[config.mk]
export PLATFORM = sky130hd
export DESIGN_NAME = wfa_mem
export DESIGN_NICKNAME = d
export VERILOG_FILES = /design/src/sv/wfa_pkg.sv /design/src/sv/wfa_mem.sv
export SDC_FILE = /design/constraint.sdc
export NUM_CORES = 2
export LEC_CHECK = 0
export BUFFER_PORTS_ARGS = -buffer_cell sky130_fd_sc_hd__buf_2
export CAP_MARGIN = 20
export CORE_MARGIN = 10
export CORE_UTILIZATION = 60
export CTS_CLUSTER_SIZE = 25
export DETAILED_ROUTE_END_ITERATION = 8
export GPL_TIMING_DRIVEN = 0
export PLACE_DENSITY_LB_ADDON = 0.05
export SLEW_MARGIN = 15
export SYNTH_ARGS = -nofsm -noshare
export SYNTH_HDL_FRONTEND = slang
export SYNTH_SLANG_ARGS = --single-unit
[constraint.sdc]
create_clock -name i_clk -period 3.6 [get_ports i_clk]
set_clock_uncertainty 0.05 [all_clocks]
set_input_delay 0.72 -clock i_clk [delete_from_list [all_inputs] [get_ports i_clk]]
set_output_delay 0.72 -clock i_clk [all_outputs]
set_load 0.02 [all_outputs]
[src/sv/wfa_pkg.sv]
package wfa_pkg;

    localparam int MAX_BLOCKS = 256;
    localparam int SIZE_BITS  = 16;

    localparam int IDX_W = (MAX_BLOCKS > 1) ? $clog2(MAX_BLOCKS) : 1;
    localparam int CNT_W = $clog2(MAX_BLOCKS + 1);
    localparam int CMP_W = (SIZE_BITS > 16) ? SIZE_BITS : 16;

    // Fixed field widths of the ports
    localparam int CFG_W = 9;
    localparam int BIDX_W = 8;
    localparam int REQ_W = 16;
    localparam int ID_W = 9;
    localparam int OSZ_W = 16;

    typedef logic [IDX_W-1:0]     t_idx;
    typedef logic [CNT_W-1:0]     t_cnt;
    typedef logic [SIZE_BITS-1:0] t_space;
    typedef logic [CMP_W-1:0]     t_cmp;
    typedef logic [CFG_W-1:0]     t_cfg;
    typedef logic [BIDX_W-1:0]    t_bidx;
    typedef logic [REQ_W-1:0]     t_req;
    typedef logic [ID_W-1:0]      t_id;
    typedef logic [OSZ_W-1:0]     t_osz;

    localparam logic MODE_LOAD  = 1'b0;
    localparam logic MODE_ALLOC = 1'b1;

    typedef enum logic [1:0] {
        ST_LOADED  = 2'd0,
        ST_ALLOC   = 2'd1,
        ST_IMPOSS  = 2'd2
    } t_status;

    typedef enum logic [1:0] {
        S_IDLE,
        S_SCAN,
        S_DECIDE
    } t_state;

    typedef struct packed {
        logic   we;
        t_idx   waddr;
        t_space wdata;
        logic   re;
        t_idx   raddr;
    } t_mem_req;

endpackage

[src/sv/wfa_mem.sv]
module wfa_mem (
    input  logic              i_clk,
    input  wfa_pkg::t_mem_req i_req,
    output wfa_pkg::t_space   o_rd_data
);

    wfa_pkg::t_space r_mem [wfa_pkg::MAX_BLOCKS];
    wfa_pkg::t_space r_rd_data;

    always_ff @(posedge i_clk) begin
        if (i_req.we) begin
            r_mem[i_req.waddr] <= i_req.wdata;
        end
    end

    always_ff @(posedge i_clk) begin
        if (i_req.re) begin
            r_rd_data <= r_mem[i_req.raddr];
        end
    end

    assign o_rd_data = r_rd_data;

endmodule

==> impl_summary.md <==
Critical path
In this design, the critical path's most frequently occurring cell is sky130_fd_sc_hd__clkbuf_2. The largest individual stage delay along the critical path comes from the cell sky130_fd_sc_hd__clkbuf_2. Walking the worst path, the cells encountered are clkbuf_1 -> buf_6 -> clkbuf_2 -> clkbuf_2 -> clkbuf_2 -> a211oi_1 -> o21ai_0 -> nand3_1 -> nor4_4. Counting cells, the worst reg-to-reg path comes to 5. The worst setup path is launched from an input port. For this run, the slowest stage of the critical path takes 580 ps.

The data arrival time of the critical path is 4560 ps. The cell family contributing the most delay on the critical path is buffers and inverters. The required time at the endpoint of the critical path is 4280 ps. The worst setup path is captured at a register. The number of buffer and inverter stages on the critical path is 5.

The slack of the worst reg-to-reg path is 530 ps. The worst setup path is of the input port to register kind. The reg-to-reg startpoint is r_mem[23][14]. The capture point of the worst reg-to-reg path is o_rd_data[14]. The top fanout value on the critical path is 10.

Outcome
The flow ran to the end, but the final reports show violations. The checks that failed: setup timing.

Synthesis
In this run, distinct cell masters in the synthesized netlist total 51. The fraction of the mapped netlist area in adder cells is 0%. The synthesized netlist devotes 0% of its cell area to XOR and XNOR gates. The average cell area after synthesis is 21.59 um^2.

The multiplexer share of the synthesized area is 15.48%. Sequential elements use 77.72% of the synthesized area. By area the synthesized netlist is led by sky130_fd_sc_hd__edfxtp_1 (78%), sky130_fd_sc_hd__mux4_2 (11%), sky130_fd_sc_hd__mux2i_1 (3.6%), sky130_fd_sc_hd__o221ai_1 (1.4%), sky130_fd_sc_hd__nor2_1 (0.72%). The number of nets handed over by synthesis was 7395. The most used flip-flop cell after synthesis is sky130_fd_sc_hd__edfxtp_1. After synthesis, the largest family of logic cells by area is multiplexers. The synthesized netlist devotes 3.534% of its cell area to compound gates. The area fraction of the dominant cell type after synthesis is 77.72%. Synthesis handed over a netlist of 7360 instances. Summing the areas of all and, or, nand and nor instances in the mapped netlist gives 1.573% of the synthesized area. The synthesized area is 158900 um^2.

For this run, the number of Yosys warnings is 0. In this run, synthesis produced a sequential element count of 4112. In the synthesized netlist the async set-or-reset flop fraction comes to 0%. The cell type with the largest total area after synthesis is sky130_fd_sc_hd__edfxtp_1. The number of flops mapped to enable cells by yosys is 4112.

Clock network
The clock insertion delay at the later pin of the skew report is 970 ps. The tree is rooted in a sky130_fd_sc_hd__clkbuf_16. The clock tree from TritonCTS is yes.

The H-tree was split into 5 levels. The clock-pin slew reported for the worst setup and hold paths after clock tree synthesis is 60 ps. The total CTS buffers is 405. The maximum number of buffers from clock root to sink is 4. The number of clock sinks seen by CTS is 4112.

Finish
In the final design database the tool counted 8150 nets. With fillers left out, the area of the finished cells amounts to 183300 um^2. The share of post-route cells with drive strength above 1 is 29.59%. The layout-stage area growth over the synthesis result is 15.35%.

Drt
In the final routed layout, each cell accounts on average for 41.15 um. The via density per instance is 7.069. Summed over all layers, the routed wires come to 492.8 mm. The detailed router's first-iteration violation count is 14112.

The first detailed-routing pass took 8 iterations. The number of nets with antenna violations after routing is 0. The via total after detailed routing is 84651. For this run, design rule violations remaining after detail routing come to 0.

GRT
The first global-routing pass estimated 670.2 mm of wire. Global routing consumed, over all layers together, 34.08% of the routing resources. The leftover overflow at the end of global routing is 0.

Entering global routing, the biggest net connects 125 pins. The number of global-route vias before repair was 81237. The initial antenna violation count is 39.

Floorplanning
The number of top-level design ports is 51. The standard cell core area is 263000 um^2. The initial core utilization is 60.41%. In this run the core area contains 188 standard-cell rows. The full die area is 285800 um^2. The chip height is 534.6 um. The chip width is 534.6 um.

Power and ir drop
The internal power of the cells totals 77.98 mW. The sequential power share is 52.8%. The combinational group share of total power is 6.1%. Net switching is 22.15% of the power. Summed over all cells, the static leakage comes to 58.31 nW. The fraction of power consumed by the clock network is 41.1%. Dividing total power by cell area gives a power density of 546.6 nW/um^2. The net load switching power is 22.19 mW.

VDD sags by at most 0.5143 mV.

STA
Of the available clock period, the critical path in the final layout requires 107.6%. The number of endpoints failing setup at the final stage is 27. Once routing completed, OpenROAD measured the worst setup slack at -275.4 ps.

The final max-slew violation count was 0. The slew at the pin closest to its max-slew limit is 1244 ps. The post-route minimum period is 3875 ps. Static timing analysis puts the maximum clock frequency at 258.0 MHz. Setup repair after global routing could not meet its margin everywhere.

The relative slew slack is 17.09%. The number of hold-slack violations in the final timing report is 0.

Placement
Routability-driven placement finished with a final weighted congestion of 1.017. During placement, the flow inserted port buffers numbering 40. Summed over all nets, the half-perimeter wirelength after detailed placement is 343.3 mm. Prior to clock tree synthesis, the placed netlist has a worst setup slack of -2544 ps. The total cell area at the placement stage is 169100 um^2.

Worst hold path
The min-delay analysis places its worst path in the category input port to register. The worst hold path stage count is 1. The path with the worst hold slack has its endpoint at r_mem[99][14]. The origin of the worst min-delay path is i_req[23].

Run
The max-capacitance violation count is 0.
## synthesized netlist by cell type, drive strengths merged (3+ instances only)
library cell     n
buf            222
clkbuf         230
and3            11
nand2b           3
a22oi           43
nand3           35
a211oi          18
mux2i          565
inv              4
nand2           38
nand4b           3
mux4           797
mux2            88
nor2b            9
nor4            18
a31oi            6
o22ai          148
a221oi          28
o32ai           21
edfxtp        4112
a21oi          175
nor3            92
or2              5
o21ai           38
o221ai         253
nor2           304
o31ai           16
nand4           26
a2111oi          6
a22o            32
## timing repair
action	4_1_cts	5_1_grt
endpoints found under the setup margin	16	16
resized for setup	255	58
hold buffers	0	0
pin swaps	2	3
gates cloned	0	0
buffers inserted	4	0
endpoints found under the hold margin	0	0
## kinds of logic (layout without fill, tap and decap cells)
group,after synthesis,in the layout
simple gates,556,556
compound gates,786,786
flops,4112,4112
buf+inv,456,1541
other cells,0,15
mux,1450,1450
## cells in the final DEF (no fill, tap or decap), types with 12 or more instances in the layout
cell,n
sky130_fd_sc_hd__clkbuf_4,21
sky130_fd_sc_hd__nor4_4,13
sky130_fd_sc_hd__a221oi_1,16
sky130_fd_sc_hd__clkinv_2,77
sky130_fd_sc_hd__nor3_4,16
sky130_fd_sc_hd__bufinv_16,32
sky130_fd_sc_hd__o21ai_0,28
sky130_fd_sc_hd__edfxtp_1,4112
sky130_fd_sc_hd__diode_2,15
sky130_fd_sc_hd__buf_4,51
sky130_fd_sc_hd__buf_1,13
sky130_fd_sc_hd__nor2_1,47
sky130_fd_sc_hd__clkbuf_2,82
sky130_fd_sc_hd__mux4_2,797
sky130_fd_sc_hd__a211oi_1,18
sky130_fd_sc_hd__buf_8,174
sky130_fd_sc_hd__nand3_1,30
sky130_fd_sc_hd__buf_6,186
sky130_fd_sc_hd__buf_2,90
sky130_fd_sc_hd__o221ai_2,13
sky130_fd_sc_hd__nand2_1,38
sky130_fd_sc_hd__nor2_2,236
sky130_fd_sc_hd__o221ai_1,237
sky130_fd_sc_hd__nor3_2,20
sky130_fd_sc_hd__mux2i_1,565
sky130_fd_sc_hd__nor2_4,21
sky130_fd_sc_hd__buf_16,41
sky130_fd_sc_hd__clkbuf_16,413
sky130_fd_sc_hd__o22ai_1,148
sky130_fd_sc_hd__a22oi_1,31
sky130_fd_sc_hd__a21oi_1,171
sky130_fd_sc_hd__a22oi_2,12
sky130_fd_sc_hd__clkinvlp_4,14
sky130_fd_sc_hd__a22o_1,32
sky130_fd_sc_hd__a221oi_2,12
sky130_fd_sc_hd__mux2_2,88
sky130_fd_sc_hd__clkbuf_1,208
sky130_fd_sc_hd__clkinv_1,100
sky130_fd_sc_hd__nand4_1,26
sky130_fd_sc_hd__nor3_1,56
## per-layer routing
metal | global-route usage, % | share of wire [%]
met4 | 15.10 | 5.4
met5 | 0 | 0.021
met2 | 49.05 | 44
met1 | 48.01 | 37
met3 | 11.55 | 14
## worst max path at each step
stage / end / depth (start not counted) / from
6_report: o_rd_data[7] / 9 / i_req[4]
5_1_grt: o_rd_data[15] / 9 / i_req[4]
4_1_cts: o_rd_data[11] / 9 / i_req[3]
3_5_place_dp: o_rd_data[14] / 9 / i_req[4]
3_3_place_gp: o_rd_data[15] / 9 / i_req[2]
2_1_floorplan: o_rd_data[4] / 8 / i_req[0]
## registers in the layout, summed over array words and instances (netlist names)
name / flops
r_mem: 4096
o_rd_data: 16
## metrics by stage
stage                     hold slack, ps  std cells  power (mW)  util (%)  TNS, ps
after floorplan                    768.9       7360       56.48         -        0
after global placement              1125      10915       59.48     62.16        -
after detailed placement            1113      11217       59.60     64.32  -542030
after CTS                          108.4      11958       100.2     69.59   -7.863
after global routing               134.9      11963       102.3     69.67   -65.33
final                              120.7      11975       100.2     69.69    -1972
## power by group through the flow
stage          registers [mW]  logic, mW  clock network (mW)
6_report                 52.8       6.12                41.2
5_1_grt                  52.8       6.21                43.3
4_1_cts                  52.8       5.94                41.4
3_5_place_dp             53.9       5.75                   0
3_3_place_gp             54.1       5.41                   0
2_1_floorplan            53.9       2.60                   0
## layout make-up
| class | instances | area (um^2) |
|---|---|---|
| Buffer | 451 | 2965 |
| Multi-Input combinational cell | 2792 | 34580 |
| Clock inverter | 244 | 2113 |
| Sequential cell | 4112 | 123500 |
| Fill cell | 16232 | 79720 |
| Inverter | 4 | 18.77 |
| Clock buffer | 493 | 10640 |
| Tap cell | 3515 | 4398 |
| Timing Repair Buffer | 349 | 5040 |
| Antenna cell | 15 | 37.54 |
Power figures use the tool's default switching activity.
