**config.mk**
```make
export PLATFORM = sky130hd
export DESIGN_NAME = wfa_ctrl
export DESIGN_NICKNAME = d
export VERILOG_FILES = /design/src/sv/wfa_pkg.sv /design/src/sv/wfa_ctrl.sv
export SDC_FILE = /design/constraint.sdc
export NUM_CORES = 1
export LEC_CHECK = 0
export ABC_AREA = 1
export BUFFER_PORTS_ARGS = -buffer_cell sky130_fd_sc_hd__buf_2
export CAP_MARGIN = 20
export CORE_AREA = 8 8 158 100
export CTS_BUF_LIST = sky130_fd_sc_hd__clkbuf_8
export DETAILED_ROUTE_END_ITERATION = 10
export DIE_AREA = 0 0 166 108
export PLACE_DENSITY_LB_ADDON = 0.1
export SYNTH_ARGS = -nofsm -noshare
export SYNTH_HDL_FRONTEND = slang
export SYNTH_SLANG_ARGS = --single-unit
export TNS_END_PERCENT = 20
```
**constraint.sdc**
```tcl
create_clock -name i_clk -period 3.67 [get_ports i_clk]
set_clock_uncertainty 0.05 [all_clocks]
set_input_delay 0.367 -clock i_clk [delete_from_list [all_inputs] [get_ports i_clk]]
set_output_delay 0.367 -clock i_clk [all_outputs]
set_load 0.01 [all_outputs]
```
**src/sv/wfa_pkg.sv**
```systemverilog
package wfa_pkg;

    localparam int MAX_BLOCKS = 256;
    localparam int SIZE_BITS  = 16;

    localparam int IDX_W = (MAX_BLOCKS > 1) ? $clog2(MAX_BLOCKS) : 1;
    localparam int CNT_W = $clog2(MAX_BLOCKS + 1);
    localparam int CMP_W = (SIZE_BITS > 16) ? SIZE_BITS : 16;

    // Fixed field widths of the ports
    localparam int CFG_W = 9;
    localparam int BIDX_W = 8;
    localparam int REQ_W = 16;
    localparam int ID_W = 9;
    localparam int OSZ_W = 16;

    typedef logic [IDX_W-1:0]     t_idx;
    typedef logic [CNT_W-1:0]     t_cnt;
    typedef logic [SIZE_BITS-1:0] t_space;
    typedef logic [CMP_W-1:0]     t_cmp;
    typedef logic [CFG_W-1:0]     t_cfg;
    typedef logic [BIDX_W-1:0]    t_bidx;
    typedef logic [REQ_W-1:0]     t_req;
    typedef logic [ID_W-1:0]      t_id;
    typedef logic [OSZ_W-1:0]     t_osz;

    localparam logic MODE_LOAD  = 1'b0;
    localparam logic MODE_ALLOC = 1'b1;

    typedef enum logic [1:0] {
        ST_LOADED  = 2'd0,
        ST_ALLOC   = 2'd1,
        ST_IMPOSS  = 2'd2
    } t_status;

    typedef enum logic [1:0] {
        S_IDLE,
        S_SCAN,
        S_DECIDE
    } t_state;

    typedef struct packed {
        logic   we;
        t_idx   waddr;
        t_space wdata;
        logic   re;
        t_idx   raddr;
    } t_mem_req;

endpackage

```
**src/sv/wfa_ctrl.sv**
```systemverilog
module wfa_ctrl (
    input  logic              i_clk,
    input  logic              i_rst_n,
    input  logic              i_start,
    input  logic              i_mode,
    input  wfa_pkg::t_bidx    i_block_index,
    input  logic [15:0]       i_size,
    input  wfa_pkg::t_cnt     i_active,
    input  wfa_pkg::t_space   i_rd_data,
    output wfa_pkg::t_mem_req o_mem,
    output logic              o_busy,
    output logic              o_done,
    output wfa_pkg::t_status  o_status,
    output wfa_pkg::t_req     o_request_number,
    output wfa_pkg::t_id      o_block_id,
    output wfa_pkg::t_osz     o_space_before,
    output wfa_pkg::t_osz     o_space_after
);

    wfa_pkg::t_state  r_state, n_state;
    wfa_pkg::t_cnt    r_addr, n_addr;
    logic             r_dv, n_dv;
    wfa_pkg::t_idx    r_didx, n_didx;
    wfa_pkg::t_space  r_best, n_best;
    wfa_pkg::t_idx    r_best_idx, n_best_idx;
    logic [15:0]      r_size, n_size;
    wfa_pkg::t_req    r_req_cnt, n_req_cnt;
    logic             r_done, n_done;
    wfa_pkg::t_status r_status, n_status;
    wfa_pkg::t_req    r_reqnum, n_reqnum;
    wfa_pkg::t_id     r_id, n_id;
    wfa_pkg::t_osz    r_before, n_before;
    wfa_pkg::t_osz    r_after, n_after;

    logic            accept;
    logic            last;
    logic            in_range;
    logic            fits;
    wfa_pkg::t_space after_val;

    assign accept   = i_start && (r_state == wfa_pkg::S_IDLE);
    assign last     = (wfa_pkg::t_cnt'(r_didx) == (i_active - wfa_pkg::t_cnt'(1)));
    assign in_range = (32'(i_block_index) < wfa_pkg::MAX_BLOCKS);
    assign fits     = (wfa_pkg::t_cmp'(r_best) >= wfa_pkg::t_cmp'(r_size));
    assign after_val = fits ? (r_best - wfa_pkg::t_space'(r_size)) : r_best;

    always_comb begin
        n_state = r_state;
        unique case (r_state)
            wfa_pkg::S_IDLE: begin
                if (accept && (i_mode == wfa_pkg::MODE_ALLOC) && (i_active != '0)) begin
                    n_state = wfa_pkg::S_SCAN;
                end
            end
            wfa_pkg::S_SCAN: begin
                if (r_dv && last) begin
                    n_state = wfa_pkg::S_DECIDE;
                end
            end
            wfa_pkg::S_DECIDE: begin
                n_state = wfa_pkg::S_IDLE;
            end
            default: n_state = wfa_pkg::S_IDLE;
        endcase
    end

    always_comb begin
        o_mem      = '0;
        n_addr     = r_addr;
        n_dv       = 1'b0;
        n_didx     = r_didx;
        n_best     = r_best;
        n_best_idx = r_best_idx;
        n_size     = r_size;
        n_req_cnt  = r_req_cnt;
        n_done     = 1'b0;
        n_status   = r_status;
        n_reqnum   = r_reqnum;
        n_id       = r_id;
        n_before   = r_before;
        n_after    = r_after;
        unique case (r_state)
            wfa_pkg::S_IDLE: begin
                if (accept && (i_mode == wfa_pkg::MODE_LOAD)) begin
                    n_done   = 1'b1;
                    n_status = wfa_pkg::ST_LOADED;
                    n_reqnum = '0;
                    n_before = '0;
                    if (in_range) begin
                        o_mem.we    = 1'b1;
                        o_mem.waddr = wfa_pkg::t_idx'(i_block_index);
                        o_mem.wdata = wfa_pkg::t_space'(i_size);
                        n_id        = wfa_pkg::t_id'(i_block_index) + wfa_pkg::t_id'(1);
                        n_after     = wfa_pkg::t_osz'(wfa_pkg::t_space'(i_size));
                    end else begin
                        n_id    = '0;
                        n_after = '0;
                    end
                end else if (accept) begin
                    n_req_cnt = r_req_cnt + wfa_pkg::t_req'(1);
                    n_reqnum  = r_req_cnt + wfa_pkg::t_req'(1);
                    n_size    = i_size;
                    if (i_active == '0) begin
                        n_done   = 1'b1;
                        n_status = wfa_pkg::ST_IMPOSS;
                        n_id     = '0;
                        n_before = '0;
                        n_after  = '0;
                    end else begin
                        // issue the read of block 0 right away
                        o_mem.re    = 1'b1;
                        o_mem.raddr = '0;
                        n_addr      = wfa_pkg::t_cnt'(1);
                        n_dv        = 1'b1;
                        n_didx      = '0;
                    end
                end
            end
            wfa_pkg::S_SCAN: begin
                if (r_addr < i_active) begin
                    o_mem.re    = 1'b1;
                    o_mem.raddr = wfa_pkg::t_idx'(r_addr);
                    n_addr      = r_addr + wfa_pkg::t_cnt'(1);
                    n_dv        = 1'b1;
                    n_didx      = wfa_pkg::t_idx'(r_addr);
                end
                // strict compare keeps the lowest id on a tie
                if (r_dv && ((r_didx == '0) || (i_rd_data > r_best))) begin
                    n_best     = i_rd_data;
                    n_best_idx = r_didx;
                end
            end
            wfa_pkg::S_DECIDE: begin
                // no read is in flight here, so the write-back cannot collide
                o_mem.we    = fits;
                o_mem.waddr = r_best_idx;
                o_mem.wdata = after_val;
                n_done      = 1'b1;
                n_status    = fits ? wfa_pkg::ST_ALLOC : wfa_pkg::ST_IMPOSS;
                n_id        = wfa_pkg::t_id'(r_best_idx) + wfa_pkg::t_id'(1);
                n_before    = wfa_pkg::t_osz'(r_best);
                n_after     = wfa_pkg::t_osz'(after_val);
            end
            default: begin
                n_done = 1'b0;
            end
        endcase
    end

    always_ff @(posedge i_clk) begin
        if (!i_rst_n) begin
            r_state   <= wfa_pkg::S_IDLE;
            r_dv      <= 1'b0;
            r_done    <= 1'b0;
            r_req_cnt <= '0;
            r_addr    <= '0;
        end else begin
            r_state   <= n_state;
            r_dv      <= n_dv;
            r_done    <= n_done;
            r_req_cnt <= n_req_cnt;
            r_addr    <= n_addr;
        end
    end

    always_ff @(posedge i_clk) begin
        r_didx     <= n_didx;
        r_best     <= n_best;
        r_best_idx <= n_best_idx;
        r_size     <= n_size;
        r_status   <= n_status;
        r_reqnum   <= n_reqnum;
        r_id       <= n_id;
        r_before   <= n_before;
        r_after    <= n_after;
    end

    assign o_busy           = (r_state != wfa_pkg::S_IDLE);
    assign o_done           = r_done;
    assign o_status         = r_status;
    assign o_request_number = r_reqnum;
    assign o_block_id       = r_id;
    assign o_space_before   = r_before;
    assign o_space_after    = r_after;

endmodule

```
==> results of run 1 <==
==> kinds of logic after synthesis <==
group                      after synthesis
and+or+nand+nor                        407
buffers and inverters                  158
adders and majority gates               47
xor gates and xnor gates                28
AOI/OAI and AO/OA                      115
DFF                                    136
==> through the flow <==
stage	setup slack, ps	cells	hold WS (ps)	total power, mW
global route	20.29	1233	42.75	3.693
global placement	837.1	1200	458.4	2.192
finish	268.3	1233	55.92	3.558
detailed placement	767.5	1200	456.5	2.194
floorplan	757.8	891	414.8	2.041
CTS	274.1	1232	38.46	3.572
==> where the power goes <==
group          internal (mW)  total, mW  switching [mW]
registers               1.72       1.76          0.0351
logic                  0.144      0.402           0.257
clock network          0.706       1.40           0.691
total                   2.57       3.56           0.983
==> worst min-delay path by stage <==
stage | depth (start not counted) | slack [ps] | start | to
final | 1 | 60 | i_size[12] | r_size[12]
after global routing | 1 | 40 | i_size[9] | r_size[9]
after CTS | 1 | 40 | i_size[13] | r_size[13]
after detailed placement | 0 | 460 | r_didx[1] | r_best_idx[1]
after global placement | 0 | 460 | r_didx[1] | r_best_idx[1]
after floorplan | 0 | 410 | r_didx[4] | r_best_idx[4]
==> Yosys cell counts (4+ instances only) <==
cell type and instances:
sky130_fd_sc_hd__nand2_1 180, sky130_fd_sc_hd__inv_1 132, sky130_fd_sc_hd__edfxtp_1 107, sky130_fd_sc_hd__nor2_1 96, sky130_fd_sc_hd__nand3_1 91, sky130_fd_sc_hd__a21oi_1 56
sky130_fd_sc_hd__ha_1 46, sky130_fd_sc_hd__o21ai_0 33, sky130_fd_sc_hd__dfxtp_1 29, sky130_fd_sc_hd__xor2_1 20, sky130_fd_sc_hd__nor3_1 9, sky130_fd_sc_hd__xnor2_1 8
sky130_fd_sc_hd__buf_2 7, sky130_fd_sc_hd__clkbuf_1 6, sky130_fd_sc_hd__inv_2 6, sky130_fd_sc_hd__nand4_1 6, sky130_fd_sc_hd__nor4_1 6, sky130_fd_sc_hd__o211ai_1 6
sky130_fd_sc_hd__o22ai_1 6, sky130_fd_sc_hd__nor2_2 4
==> cells in the final DEF, fill, tap and decap left out, types with 7 or more instances in the layout <==
| cell type | instances |
|---|---|
| sky130_fd_sc_hd__nor3_1 | 9 |
| sky130_fd_sc_hd__dfxtp_1 | 29 |
| sky130_fd_sc_hd__nor2_1 | 95 |
| sky130_fd_sc_hd__xnor2_1 | 8 |
| sky130_fd_sc_hd__xor2_1 | 20 |
| sky130_fd_sc_hd__nand2_1 | 180 |
| sky130_fd_sc_hd__inv_2 | 7 |
| sky130_fd_sc_hd__a21oi_1 | 55 |
| sky130_fd_sc_hd__edfxtp_1 | 107 |
| sky130_fd_sc_hd__nand3_1 | 91 |
| sky130_fd_sc_hd__ha_1 | 46 |
| sky130_fd_sc_hd__o21ai_0 | 33 |
| sky130_fd_sc_hd__inv_1 | 131 |
| sky130_fd_sc_hd__buf_2 | 147 |
| sky130_fd_sc_hd__clkbuf_8 | 17 |
==> flip-flops by register name, indices dropped and copies added (netlist names), 2 cells and up <==
name              count
r_best_idx            8
o_space_after        16
o_space_before       16
r_addr                9
o_request_number     16
r_didx                8
r_size               16
r_state               2
o_status              2
r_req_cnt            16
o_block_id            9
r_best               16
==> per-layer routing <==
metal	routed length, µm	track usage [%]	vias to the layer above
met1	9708	32.25	2994
met5	13	0	-
li1	-	-	3290
met4	126	5.294	2
met3	1671	5.202	14
met2	8433	32.75	244
==> worst max-delay path: stages (launching register included) <==
cell and delay [ps]:
sky130_fd_sc_hd__edfxtp_1 370, sky130_fd_sc_hd__inv_1 80, sky130_fd_sc_hd__ha_1 230, sky130_fd_sc_hd__fa_1 430
sky130_fd_sc_hd__o21ai_2 240, sky130_fd_sc_hd__nand2_1 80, sky130_fd_sc_hd__nand2_1 120, sky130_fd_sc_hd__nand2_1 80
sky130_fd_sc_hd__nand3_2 240, sky130_fd_sc_hd__nand2_1 150, sky130_fd_sc_hd__inv_2 190, sky130_fd_sc_hd__nand2_1 120
sky130_fd_sc_hd__nand3_1 90, sky130_fd_sc_hd__buf_2 130
==> area by class of cell <==
type                    count  share of cell area, %
multi-input cells         597                  36.02
repair buffers            153                  8.795
well taps                 175                  2.428
flip-flops and latches    136                  42.06
diodes                      1                0.02774
inverters                 139                  5.784
clock buffers              17                  2.594
clock inverters            15                  2.289
==> out/metrics.json, run 1 <==
{
  "run_status": "completed",
  "power-per-cell-area_nw_per_um2": 394.5,
  "timing.critical_path.arrival_ps": 2980,
  "max_freq_ghz": 0.2940,
  "post_route_cells_drive_above_1_share_pct": 19.68,
  "max_slew.worst_pin.slew_ps": 575.5,
  "ff_to_ff_path_depth": 11,
  "synth.area.top_cells": "sky130_fd_sc_hd__edfxtp_1 (42%), sky130_fd_sc_hd__nand2_1 (8.8%), sky130_fd_sc_hd__dfxtp_1 (7.6%), sky130_fd_sc_hd__ha_1 (7.5%), sky130_fd_sc_hd__inv_1 (6.5%)",
  "cts-buffers-inserted": 17,
  "num-nets-final": 1144,
  "synth_fp_nets": 991,
  "min_period_over_period_pct": 92.69,
  "hold_path_class": "input port to flip-flop",
  "yosys_register_bits": 136,
  "share_of_cell_area_taken_by_muxes_after_synthesis_pct": 0,
  "synth_edf_count": 107,
  "detailed_place.area_um2": 8577,
  "floorplan.core_area_um2": 13420,
  "netlist.area_leader.share_pct": 41.97,
  "clock_path_buffers": 2,
  "storage_cell_area_um2": 3794,
  "grt_max_degree": 35,
  "drt-initial-drc-count": 512,
  "main_combinational_cell_family_by_area_after_synthesis": "simple AND/OR/NAND/NOR gates",
  "initial_antenna_violation_count": 2,
  "design.die.area_um2": 17930,
  "start_kind": "flip-flop",
  "critical_path.endpoint": "o_mem[18]",
  "half_perimeter_wire_length_after_placement_mm": 15.03,
  "cts-resized-gates": 0,
  "end_kind": "primary output",
  "final_worst_path_period_need_ps": 3402,
  "reg2reg_to": "r_best[10]",
  "post-route-drc-count": 0,
  "cts_setup_buffers": 0,
  "synthesis.area_per_instance_um2": 8.593,
  "worst-r2r-setup-slack_ps": 950,
  "cts_max_level": 4,
  "clk-insertion-delay-late_ps": 450,
  "synth_compound_area_share_pct": 8.269,
  "clkTransAtPathRegs_ps": 90,
  "globalplace.congestion": 0.9216,
  "io_buffer_count": 147,
  "crit_path_max_fanout": 12,
  "synth_top_area_cell": "sky130_fd_sc_hd__edfxtp_1",
  "ioPinCount": 148,
  "dominantRegCellSynth": "sky130_fd_sc_hd__edfxtp_1",
  "floorplan.initialDensity_pct": 57.05,
  "timing.final.hold_violations": 0,
  "post_synth_inst_count": 891,
  "synthXorXnorAreaFrac_pct": 3.203,
  "worst-setup-path-type": "flip-flop to primary output",
  "die-width_um": 166,
  "slew-limit-headroom_pct": 61.40,
  "synth-adder-area-share_pct": 7.779,
  "synth.lib_cells_used.distinct": 45,
  "async_reset_ff_share_pct": 0,
  "timing.final.max_slew_violations": 0,
  "first_pass_grt_wire_length_mm": 31.87,
  "cts.hold.buffers_added": 0,
  "clock_tree.root_cell": "sky130_fd_sc_hd__clkbuf_8",
  "finish.utilization_pct": 67.22,
  "synth_simple_gate_area_share_pct": 23.04,
  "cts_num_sinks": 136,
  "ant_nets": 0,
  "irDropWorstVdd_mv": 0.2259,
  "rows": 33,
  "nFillCells": 1106,
  "route.detailed.vias_per_inst": 5.307,
  "p_leak_nw": 4.221,
  "finalSetupTns_ps": 0,
  "grt_pass1_vias": 6141,
  "seq_area_frac_synth_pct": 49.55,
  "rsz_0062_raised_after_global_routing": "no",
  "layout.cell_area.non_filler_um2": 9020,
  "die_h_um": 108,
  "flow.area_growth_from_synthesis_pct": 17.81,
  "wl_per_cell_um": 16.18,
  "multi_input_area_um2": 3249,
  "firstDrtPassIters": 6,
  "timing.rr.start": "r_best[1]",
  "finalSetupViolCount": 0,
  "tritoncts": "done",
  "timing.max_cap.violations": 0,
  "synth.cell_area_um2": 7656,
  "totalWireLength_mm": 19.95,
  "grt_overflow_total": 0,
  "routed-via-count": 6544,
  "critPathLaunch": "r_best[0]",
  "synth_warn": 0,
  "worstPathRequired_ps": 3250,
  "groute.usage.overall_pct": 22.10
}
(Power assumes the default switching activity.)
==> run 2, diff against run 1 <==
--- a/config.mk
+++ b/config.mk
@@ -15,2 +15,3 @@
 export PLACE_DENSITY_LB_ADDON = 0.1
+export SETUP_SLACK_MARGIN = 0.2
 export SYNTH_ARGS = -nofsm -noshare
==> constraint.sdc (replaced) <==
create_clock -name i_clk -period 3.67 [get_ports i_clk]
set_clock_uncertainty 0.05 [all_clocks]
set_input_delay 0.1835 -clock i_clk [delete_from_list [all_inputs] [get_ports i_clk]]
set_output_delay 0.1835 -clock i_clk [all_outputs]
set_load 0.01 [all_outputs]
==> run 2 against run 1 <==
Net effect: utilization grew 1.9 points; first-iteration DRC count increased by 5.1%; worst hold slack lost 2.1 ps; cell count grew 2.4%; global-route usage grew 0.66 points; critical path type unchanged; sequential power about the same; combinational power increased by 5.7%; total power fell by 1.9%; final area is 2.9% higher; critical path depth is 4 lower; sequential share of layout area fell by 1.2 points.
==> out/metrics.json, run 2 (synthesis results as in run 1) <==
{
  "run_status": "completed",
  "reg2reg_to": "o_block_id[7]",
  "min_period_over_period": {"value": 87.09, "unit": "%", "change": "-5.6 points"},
  "storage_cell_area": {"value": 3794, "unit": "µm²", "change": "unchanged"},
  "grt_max_degree": {"value": 44, "change": "+26%"},
  "finalSetupTns": {"value": 0, "unit": "ps", "change": "unchanged"},
  "p_leak": {"value": 4.318, "unit": "nW", "change": "+2.3%"},
  "start_kind": "flip-flop",
  "grt_pass1_vias": {"value": 6423, "change": "+4.6%"},
  "timing.final.hold_violations": {"value": 0, "change": "unchanged"},
  "die_h": {"value": 108, "unit": "µm", "change": "unchanged"},
  "route.detailed.vias_per_inst": {"value": 5.266, "change": "-0.78%"},
  "hold_slack": {"value": 53.86, "unit": "ps", "change": "-2.055 ps"},
  "mostFrequentLayoutCell": "sky130_fd_sc_hd__nand2_1",
  "grt_overflow_total": {"value": 0, "change": "unchanged"},
  "clock_tree.root_cell": "sky130_fd_sc_hd__clkbuf_8",
  "critPathLaunch": "r_best[9]",
  "final_cell_mix": "sky130_fd_sc_hd__nand2_1 (180), sky130_fd_sc_hd__buf_2 (147), sky130_fd_sc_hd__inv_1 (132)",
  "cp.depth": {"value": 9, "change": "-4"},
  "max_stage_delay": {"value": 460, "unit": "ps", "change": "+30 ps"},
  "floorplan.initialDensity": {"value": 57.05, "unit": "%", "change": "unchanged"},
  "end_kind": "primary output",
  "crit_path_max_fanout": {"value": 15, "change": "+3"},
  "crit_buf_inv": {"value": 1, "change": "-2"},
  "design.die.area": {"value": 17930, "unit": "µm²", "change": "unchanged"},
  "ant_nets": {"value": 0, "change": "unchanged"},
  "path_delay_family": "simple AND/OR/NAND/NOR gates",
  "groute.usage.overall": {"value": 22.76, "unit": "%", "change": "+0.66 points"},
  "power-per-cell-area": {"value": 376.0, "unit": "nW/µm²", "change": "-4.7%"},
  "num-nets-final": {"value": 1174, "change": "+2.6%"},
  "io_buffer_count": {"value": 147, "change": "unchanged"},
  "half_perimeter_wire_length_after_placement": {"value": 14.73, "unit": "mm", "change": "-2.0%"},
  "clock_path_buffers": {"value": 2, "change": "unchanged"},
  "timing.critical_path.arrival": {"value": 2960, "unit": "ps", "change": "-20 ps"},
  "slew-limit-headroom": {"value": 37.65, "unit": "%", "change": "-24 points"},
  "rows": {"value": 33, "change": "unchanged"},
  "timing.max_cap.violations": {"value": 0, "change": "unchanged"},
  "timing.critical_path.mode_cell": "sky130_fd_sc_hd__a21oi_1",
  "ff_to_ff_path_depth": {"value": 8, "change": "-3"},
  "critical_path.endpoint": "o_mem[19]",
  "routed-via-count": {"value": 6646, "change": "+1.6%"},
  "nFillCells": {"value": 1107, "change": "+0.090%"},
  "cts_num_sinks": {"value": 136, "change": "unchanged"},
  "finalSetupViolCount": {"value": 0, "change": "unchanged"},
  "die-width": {"value": 166, "unit": "µm", "change": "unchanged"},
  "tritoncts": "done",
  "clk-insertion-delay-late": {"value": 460, "unit": "ps", "change": "about the same"},
  "path_cells": "ha_1 > a21oi_1 > o21ai_0 > a21oi_1 > nand3_2 > nor2_4 > nand2_1 > nand3_1 > buf_2",
  "post-route-drc-count": {"value": 0, "change": "unchanged"},
  "max_freq": {"value": 0.3129, "unit": "GHz", "change": "+6.4%"},
  "totalWireLength": {"value": 20.29, "unit": "mm", "change": "+1.7%"},
  "cts_max_level": {"value": 4, "change": "unchanged"},
  "detailed_place.area": {"value": 8549, "unit": "µm²", "change": "-0.32%"},
  "worst-r2r-setup-slack": {"value": 1040, "unit": "ps", "change": "+90 ps"},
  "cts-buffers-inserted": {"value": 17, "change": "unchanged"},
  "hold_path_class": "input port to flip-flop",
  "first_pass_grt_wire_length": {"value": 32.96, "unit": "mm", "change": "+3.4%"},
  "final_worst_path_period_need": {"value": 3196, "unit": "ps", "change": "-205.5 ps"},
  "worstHoldStart": "i_rst_n",
  "initial_antenna_violation_count": {"value": 2, "change": "unchanged"},
  "layout.cell_area.non_filler": {"value": 9280, "unit": "µm²", "change": "+2.9%"},
  "flow.area_growth_from_synthesis_pct": 21.21,
  "multi_input_area": {"value": 3249, "unit": "µm²", "change": "unchanged"},
  "irDropWorstVdd": {"value": 0.2344, "unit": "mV", "change": "+3.8%"},
  "timing.rr.start": "r_state[1]",
  "firstDrtPassIters": {"value": 5, "change": "-1"},
  "clkTransAtPathRegs": {"value": 80, "unit": "ps", "change": "about the same"},
  "worstPathRequired": {"value": 3440, "unit": "ps", "change": "+190 ps"},
  "post_route_cells_drive_above_1_share": {"value": 18.77, "unit": "%", "change": "-0.91 points"},
  "floorplan.core_area": {"value": 13420, "unit": "µm²", "change": "unchanged"},
  "rsz_0062_raised_after_global_routing": "no",
  "ioPinCount": {"value": 148, "change": "unchanged"},
  "timing.final.max_slew_violations": {"value": 0, "change": "unchanged"},
  "drt-initial-drc-count": {"value": 538, "change": "+5.1%"},
  "worst-setup-path-type": "flip-flop to primary output",
  "max_slew.worst_pin.slew": {"value": 935.3, "unit": "ps", "change": "+359.8 ps"},
  "globalplace.congestion": {"value": 0.9226, "change": "+0.11%"},
  "insertedDiodeCount": {"value": 0, "change": "-1"},
  "crit_slowest_cell": "sky130_fd_sc_hd__edfxtp_1",
  "wl_per_cell": {"value": 16.08, "unit": "µm", "change": "-0.65%"}
}
## run 2: cell types whose count changed in the layout (fill, tap and decap cells not counted), sizes merged
cell         delta
dlygate4sd3    +32
inv             -6
clkinv          +3
clkinvlp        +3
buf             -2
diode           -1
## run 2: worst reg2reg max path, delay by kind of cell, from the launching register on
kind | cells | cell delay (ps)
flops | 1 | 350
simple gates | 5 | 980
buf+inv | 3 | 840
## run 2: layout make-up
type	instances	area share, %
clock buffer	17	2.521
clock inverter	15	1.901
inverter	139	5.622
multi-input combinational	597	35.01
sequential	136	40.88
tap	175	2.359
timing repair buffer	183	11.70
## run 2: how the worst min path moves through the flow
stage	cells after the start	endpoint	slack (ps)
2_1_floorplan	0	r_best[0]	230
3_3_place_gp	1	r_size[12]	330
3_5_place_dp	1	r_size[4]	330
4_1_cts	3	r_req_cnt[4]	30
5_1_grt	3	r_req_cnt[4]	40
6_report	3	r_req_cnt[4]	50
## run 2: per-stage QoR
step                      cells  utilization [%]  power [mW]  setup slack, ps
after detailed placement   1198            63.71       2.189            999.8
after global routing       1262            69.16       3.630            212.1
after CTS                  1262            69.16       3.498            508.1
final                      1262            69.16       3.489            473.8
after global placement     1198            63.71       2.186             1009
after floorplan             891                -       2.041            757.8
## run 2: timing repair
item / CTS / global route
endpoints found under the hold margin: 36 / 0
gates resized for setup: 0 / 0
hold buffers: 32 / 0
setup buffers: 0 / 0
## run 2: per-layer routing
layer  routed length [µm]  GRT usage, %  part of all wire, %
met2                 8766         34.98                   43
met1                 9599         31.57                   47
met3                 1677         6.330                  8.3
met5                   20             0                0.099
met4                  227         5.810                  1.1
## run 2: where the power goes
group	switching (mW)	total (mW)	internal [mW]
logic	0.261	0.425	0.164
clock network	0.632	1.30	0.671
registers	0.0357	1.76	1.73
total	0.929	3.49	2.56
